## src/rtl/aarm_pkg.sv

```systemverilog
// Shared types, constants and helper functions of the axis-angle rotation matrix core.
package aarm_pkg;

  // Fixed-point setup
  localparam int FRAC_BITS     = 14;  // fraction bits of c, s and the matrix entries
  localparam int CORDIC_STAGES = 16;  // CORDIC iterations, one pipeline stage each
  localparam int ATAN_LEN      = 24;
  localparam int WORK_FRAC     = 30;
  localparam int AXIS_FRAC     = 14;
  localparam int RND_SH        = 2 * AXIS_FRAC;

  localparam int ANGLE_W = 16;
  localparam int AXIS_W  = 16;
  localparam int ROT_W   = 18;
  localparam int ROT_N   = 9;
  localparam int AA_N    = 6;

  localparam int IN_TDATA_W  = ANGLE_W + 3 * AXIS_W;
  localparam int OUT_TDATA_W = ((ROT_N * ROT_W + 7) / 8) * 8;

  localparam int XY_W  = 33;
  localparam int Z_W   = 33;
  localparam int CS_SH = WORK_FRAC - FRAC_BITS;
  localparam int CS_W  = FRAC_BITS + 3;
  localparam int L_W   = CS_W + 1;
  localparam int AA_W  = 2 * AXIS_W;
  localparam int LA_W  = L_W + AA_W;
  localparam int AS_W  = AXIS_W + CS_W;
  localparam int TERM_W = FRAC_BITS + 38;
  localparam int RES_W  = TERM_W - RND_SH;

  typedef logic signed [XY_W-1:0]   xy_t;
  typedef logic signed [Z_W-1:0]    z_t;
  typedef logic signed [AXIS_W-1:0] axis_t;
  typedef logic signed [CS_W-1:0]   cs_t;
  typedef logic signed [ROT_W-1:0]  rot_t;

  localparam xy_t CORDIC_X0 = 33'sd652032874;
  localparam xy_t CS_HALF   = {{(XY_W-1){1'b0}}, 1'b1} << (CS_SH - 1);
  localparam logic signed [L_W-1:0] ONE_L = {{(L_W-1){1'b0}}, 1'b1} << FRAC_BITS;
  localparam logic signed [TERM_W-1:0] TERM_HALF =
    {{(TERM_W-1){1'b0}}, 1'b1} << (RND_SH - 1);
  localparam logic signed [RES_W-1:0] ROT_MAX = RES_W'(131071);
  localparam logic signed [RES_W-1:0] ROT_MIN = -RES_W'(131072);

  // atan(2^-i) in turns, 2^32 = one turn
  localparam z_t ATAN_TURNS [ATAN_LEN] = '{
    33'sh20000000, 33'sh12E4051E, 33'sh09FB385B, 33'sh051111D4, 33'sh028B0D43,
    33'sh0145D7E1, 33'sh00A2F61E, 33'sh00517C55, 33'sh0028BE53, 33'sh00145F2F,
    33'sh000A2F98, 33'sh000517CC, 33'sh00028BE6, 33'sh000145F3, 33'sh0000A2FA,
    33'sh0000517D, 33'sh000028BE, 33'sh0000145F, 33'sh00000A30, 33'sh00000518,
    33'sh0000028C, 33'sh00000146, 33'sh000000A3, 33'sh00000051
  };

  typedef struct packed {
    xy_t        x;
    xy_t        y;
    z_t         z;
    logic [1:0] quad;
    axis_t      ax;
    axis_t      ay;
    axis_t      az;
  } cordic_t;

  // One rotation-mode micro-rotation; shifts floor toward minus infinity
  function automatic cordic_t cordic_step(input cordic_t v, input int sh, input z_t at);
    cordic_t r;
    xy_t     dx;
    xy_t     dy;
    r  = v;
    dx = v.y >>> sh;
    dy = v.x >>> sh;
    if (!v.z[Z_W-1]) begin
      r.x = v.x - dx;
      r.y = v.y + dy;
      r.z = v.z - at;
    end else begin
      r.x = v.x + dx;
      r.y = v.y - dy;
      r.z = v.z + at;
    end
    return r;
  endfunction

  // Slot of a_i*a_j among the six distinct axis products
  function automatic int aa_slot(input int i, input int j);
    if (i == j) return i;
    if (i + j == 1) return 3;
    if (i + j == 2) return 4;
    return 5;
  endfunction

  function automatic rot_t sat_rot(input logic signed [RES_W-1:0] r);
    if (r > ROT_MAX) return rot_t'(ROT_MAX);
    if (r < ROT_MIN) return rot_t'(ROT_MIN);
    return r[ROT_W-1:0];
  endfunction

endpackage

```

## src/rtl/aarm_cordic.sv

```systemverilog
// CORDIC sine/cosine pipeline with quadrant reduction; carries the axis alongside.
module aarm_cordic (
  input  logic                          clk,
  input  logic                          rst,
  input  logic                          in_valid,
  output logic                          in_ready,
  input  logic [aarm_pkg::ANGLE_W-1:0]  angle,
  input  aarm_pkg::axis_t               axis_x,
  input  aarm_pkg::axis_t               axis_y,
  input  aarm_pkg::axis_t               axis_z,
  output logic                          out_valid,
  input  logic                          out_ready,
  output aarm_pkg::cordic_t             out_data
);

  localparam int N = aarm_pkg::CORDIC_STAGES;

  aarm_pkg::cordic_t st [N];
  logic [N-1:0]      vld;
  logic [N:0]        en;
  aarm_pkg::cordic_t seed;

  logic [aarm_pkg::ANGLE_W:0] asum;
  logic [13:0]                res;

  // Nearest quadrant and residual in [-8192, 8191]
  always_comb begin
    asum      = {1'b0, angle} + 17'd8192;
    res       = {~asum[13], asum[12:0]};
    seed.x    = aarm_pkg::CORDIC_X0;
    seed.y    = '0;
    seed.z    = {{(aarm_pkg::Z_W-30){res[13]}}, res, 16'b0};
    seed.quad = asum[15:14];
    seed.ax   = axis_x;
    seed.ay   = axis_y;
    seed.az   = axis_z;
  end

  assign en[N] = out_ready;

  for (genvar i = 0; i < N; i++) begin : g_stage
    aarm_pkg::cordic_t prev;
    logic              prev_vld;

    if (i == 0) begin : g_first
      assign prev     = seed;
      assign prev_vld = in_valid;
    end else begin : g_next
      assign prev     = st[i-1];
      assign prev_vld = vld[i-1];
    end

    // Load when empty or when the next stage takes the current word
    assign en[i] = !vld[i] || en[i+1];

    always_ff @(posedge clk) begin
      if (rst) begin
        vld[i] <= 1'b0;
      end else if (en[i]) begin
        vld[i] <= prev_vld;
      end
    end

    always_ff @(posedge clk) begin
      if (en[i]) begin
        st[i] <= aarm_pkg::cordic_step(prev, i, aarm_pkg::ATAN_TURNS[i]);
      end
    end
  end

  assign in_ready  = en[0];
  assign out_valid = vld[N-1];
  assign out_data  = st[N-1];

endmodule

```

## config.mk

```make
export PLATFORM = sky130hd
export DESIGN_NAME = aarm_cordic
export DESIGN_NICKNAME = d
export VERILOG_FILES = /design/src/rtl/aarm_pkg.sv /design/src/rtl/aarm_cordic.sv
export SDC_FILE = /design/constraint.sdc
export NUM_CORES = 2
export LEC_CHECK = 0
export ABC_AREA = 0
export BUFFER_PORTS_ARGS = -buffer_cell sky130_fd_sc_hd__buf_2
export CAP_MARGIN = 0
export CORE_MARGIN = 2
export CORE_UTILIZATION = 60
export DETAILED_ROUTE_END_ITERATION = 8
export HOLD_SLACK_MARGIN = 0.05
export PLACE_DENSITY = 0.75
export SLEW_MARGIN = 20
export SYNTH_ARGS = -nofsm -noshare
export SYNTH_HDL_FRONTEND = slang
export SYNTH_SLANG_ARGS = --single-unit
```

## constraint.sdc

```tcl
create_clock -name clk -period 13.1 [get_ports clk]
set_input_delay 0 -clock clk [delete_from_list [all_inputs] [get_ports clk]]
set_output_delay 0 -clock clk [all_outputs]
set_load 0.01 [all_outputs]
```

==> metrics <==
setup tns final 0 ns; total congestion overflow 0; ratio of cells with drive above 1 in the final layout 5.917%; Nets 14980; Mapped Avg Cell Area 10.99 sq um; worst reg2reg path endpoint g_stage[1].prev_vld; register bit count reported by yosys 2257; maximum buffer depth of the clock tree 3; Multi-input gate area 0.07308 sq mm; EDFF count, synth 2241; number of remaining DRC errors 0; area grow syn2layout 9.950%; synth warn 0; Max Cap Violations 0; core area 0.2376 sq mm; fin. max-slew vios 0; CTS tree done; router iterations before antenna repair 8; Die Wd 492.8 microns; overall routing resource usage 29.53%; Worst Path Max Fanout 77; Mapped Area 0.1433 sq mm; Final setup viols 0; most common cell in the synthesized netlist edfxtp_1; Worst-Margin Slew 1.092 ns; met3 Use GR 3.248%; crit path launch out_valid; CTS Buf Count 232; largest net degree at the start of global routing 92; most frequent cells after synthesis edfxtp_1, a21oi_1, ha_1; Critical Path End in_ready; vias per cell 6.116; Reg2Reg Depth 14; first-pass GRT wire length 567900 microns; critical path arrival 6.34 ns; GRT busiest layer met2; register area 0.06761 sq mm; ys async rst share 0%; WS Path Type reg -> out; worst-skew pair later-pin latency 0.89 ns; WL per Instance 21.68 microns; Std-Cell Rows 179; final-report hold violation count 0; Routed Antenna Nets 0; Period Utilization, post-route 48.38%; Synth Instances 13040; postcts setup bufs 0; post-synthesis sequential area ratio 47.17%; worst min path class in -> reg; Startpoint Class flop; Main synth FF type edfxtp_1; CTS resizes 0; Starting Density 60.32%; number of global-route vias before repair 102000; area leader, netlist edfxtp_1; FF-to-FF Start out_valid; DRT iter0 DRCs 8629; H-Tree Depth 4; Die ar. 0.2428 sq mm; Hold Buf Count CTS 137; fin crit period 6.337 ns; met2 GRT Util 52.89%; IO Port Bufs 217; RSZ-0062 raised after global routing false; share of the synthesized area in the top cell type 46.95%; initial antenna violation count 13; Slew headroom 26.18%; final clock skew 0.09347 ns; Post-DP HPWL 272300 microns; die height 492.8 microns; Netlist cell types 88; Worst Path Required 13.10 ns; CP Capture Type output pin; outcome finished, final reports clean; CTS Root Cell clkbuf_16; Reg clk slew, reported paths 0.07 ns; GPL Wtd Cong 0.9675; I/O pin total 219; routed wire length 365900 microns; Vias 103200; Synth area leaders edfxtp_1, ha_1, xnor2_1, a21oi_1, xor2_1; # fillers 17710; GR Util met1 36.32%; register-to-register setup slack 7.08 ns; clk sinks 2257; fmax 0.1578 GHz
==> layout by cell type, fill, tap and decap left out, drive strengths merged, types with 111 or more instances in the layout <==
cell type and instances:
dlygate4sd3 137, ha 1371, a211oi 111, xor2 602, nand2 502, clkbuf 281
nor3 290, o21bai 186, nor2b 178, a21o 601, o21a 192, a21oi 1381
and3 134, nand2b 173, o21ai 569, nor2 1085, xnor2 1184, a31oi 115
inv 547, nand3 191, edfxtp 2241, buf 269
==> critical path, stage by stage (launching register included) <==
cell     delay [ns]
dfxtp_1        0.34
nor2b_1        0.46
and2_1         0.33
inv_6          0.26
nor2_1         0.50
and2_1         0.43
and3_1         0.45
and3_1         0.43
and3_1         0.52
nand4_1        0.22
buf_4          0.35
or2_2          0.40
buf_4          0.42
buf_2          0.29
==> cell type report <==
cell class	count	share of cell area (%)
tap	3167	2.514
sequential	2257	42.90
clock inverter	160	1.250
clock buffer	281	3.839
timing repair buffer	406	1.809
inverter	536	1.302
multi-input combinational	10070	46.37
antenna	4	0.006352
==> sequential cells by signal (all words and copies together), names as in the netlist <==
signal,count
g_stage.prev_vld,15
out_valid,1
st,2241
==> cells by family after synthesis <==
| kind of cell | share of synthesized area (%) |
|---|---|
| AO/OA/AOI/OAI | 16.27 |
| XOR/XNOR | 10.92 |
| adder cells (fa/ha/maj) | 12.55 |
| buffers and inverters | 1.880 |
| flip-flops | 47.17 |
| multiplexers | 0.8083 |
| other | 0.005240 |
| AND/OR/NAND/NOR | 10.39 |
==> metal layers <==
metal / wire length (microns) / vias up / part of all wire [%]
met3: 17090 / 815 / 4.7
li1: - / 49680 / -
met2: 185000 / 3011 / 51
met5: 13 / - / 0.0036
met1: 147700 / 49710 / 40
met4: 16070 / 2 / 4.4
==> worst min-delay path by stage <==
| stage | start | end | slack [ns] | cells past startpoint |
|---|---|---|---|---|
| detailed placement | axis_y[12] | st[0][28] | 0.18 | 1 |
| finish | axis_x[5] | st[0][37] | 0.38 | 3 |
| global placement | axis_z[2] | st[0][2] | 0.18 | 1 |
| global route | axis_y[11] | st[0][27] | 0.34 | 3 |
| floorplan | axis_z[0] | st[0][0] | 0.1 | 0 |
| CTS | axis_x[2] | st[0][34] | 0.31 | 3 |
==> metrics by stage <==
stage | area (sq um) | hold slack (ns) | instances | utilization (%) | setup WS [ns]
finish | 157600 | 0.3836 | 16880 | 66.32 | 6.763
global route | 157600 | 0.3392 | 16880 | 66.32 | 6.576
CTS | 157600 | 0.3107 | 16870 | 66.31 | 6.904
detailed placement | 148200 | 0.1786 | 16300 | 62.36 | 7.416
global placement | 148200 | 0.1759 | 16300 | 62.36 | 7.276
floorplan | 143300 | 0.09887 | 13040 | - | 3.759
Power is left out: the tool's default activity adds up to more than one toggle a clock period on the data nets, which glitch-free logic cannot reach.
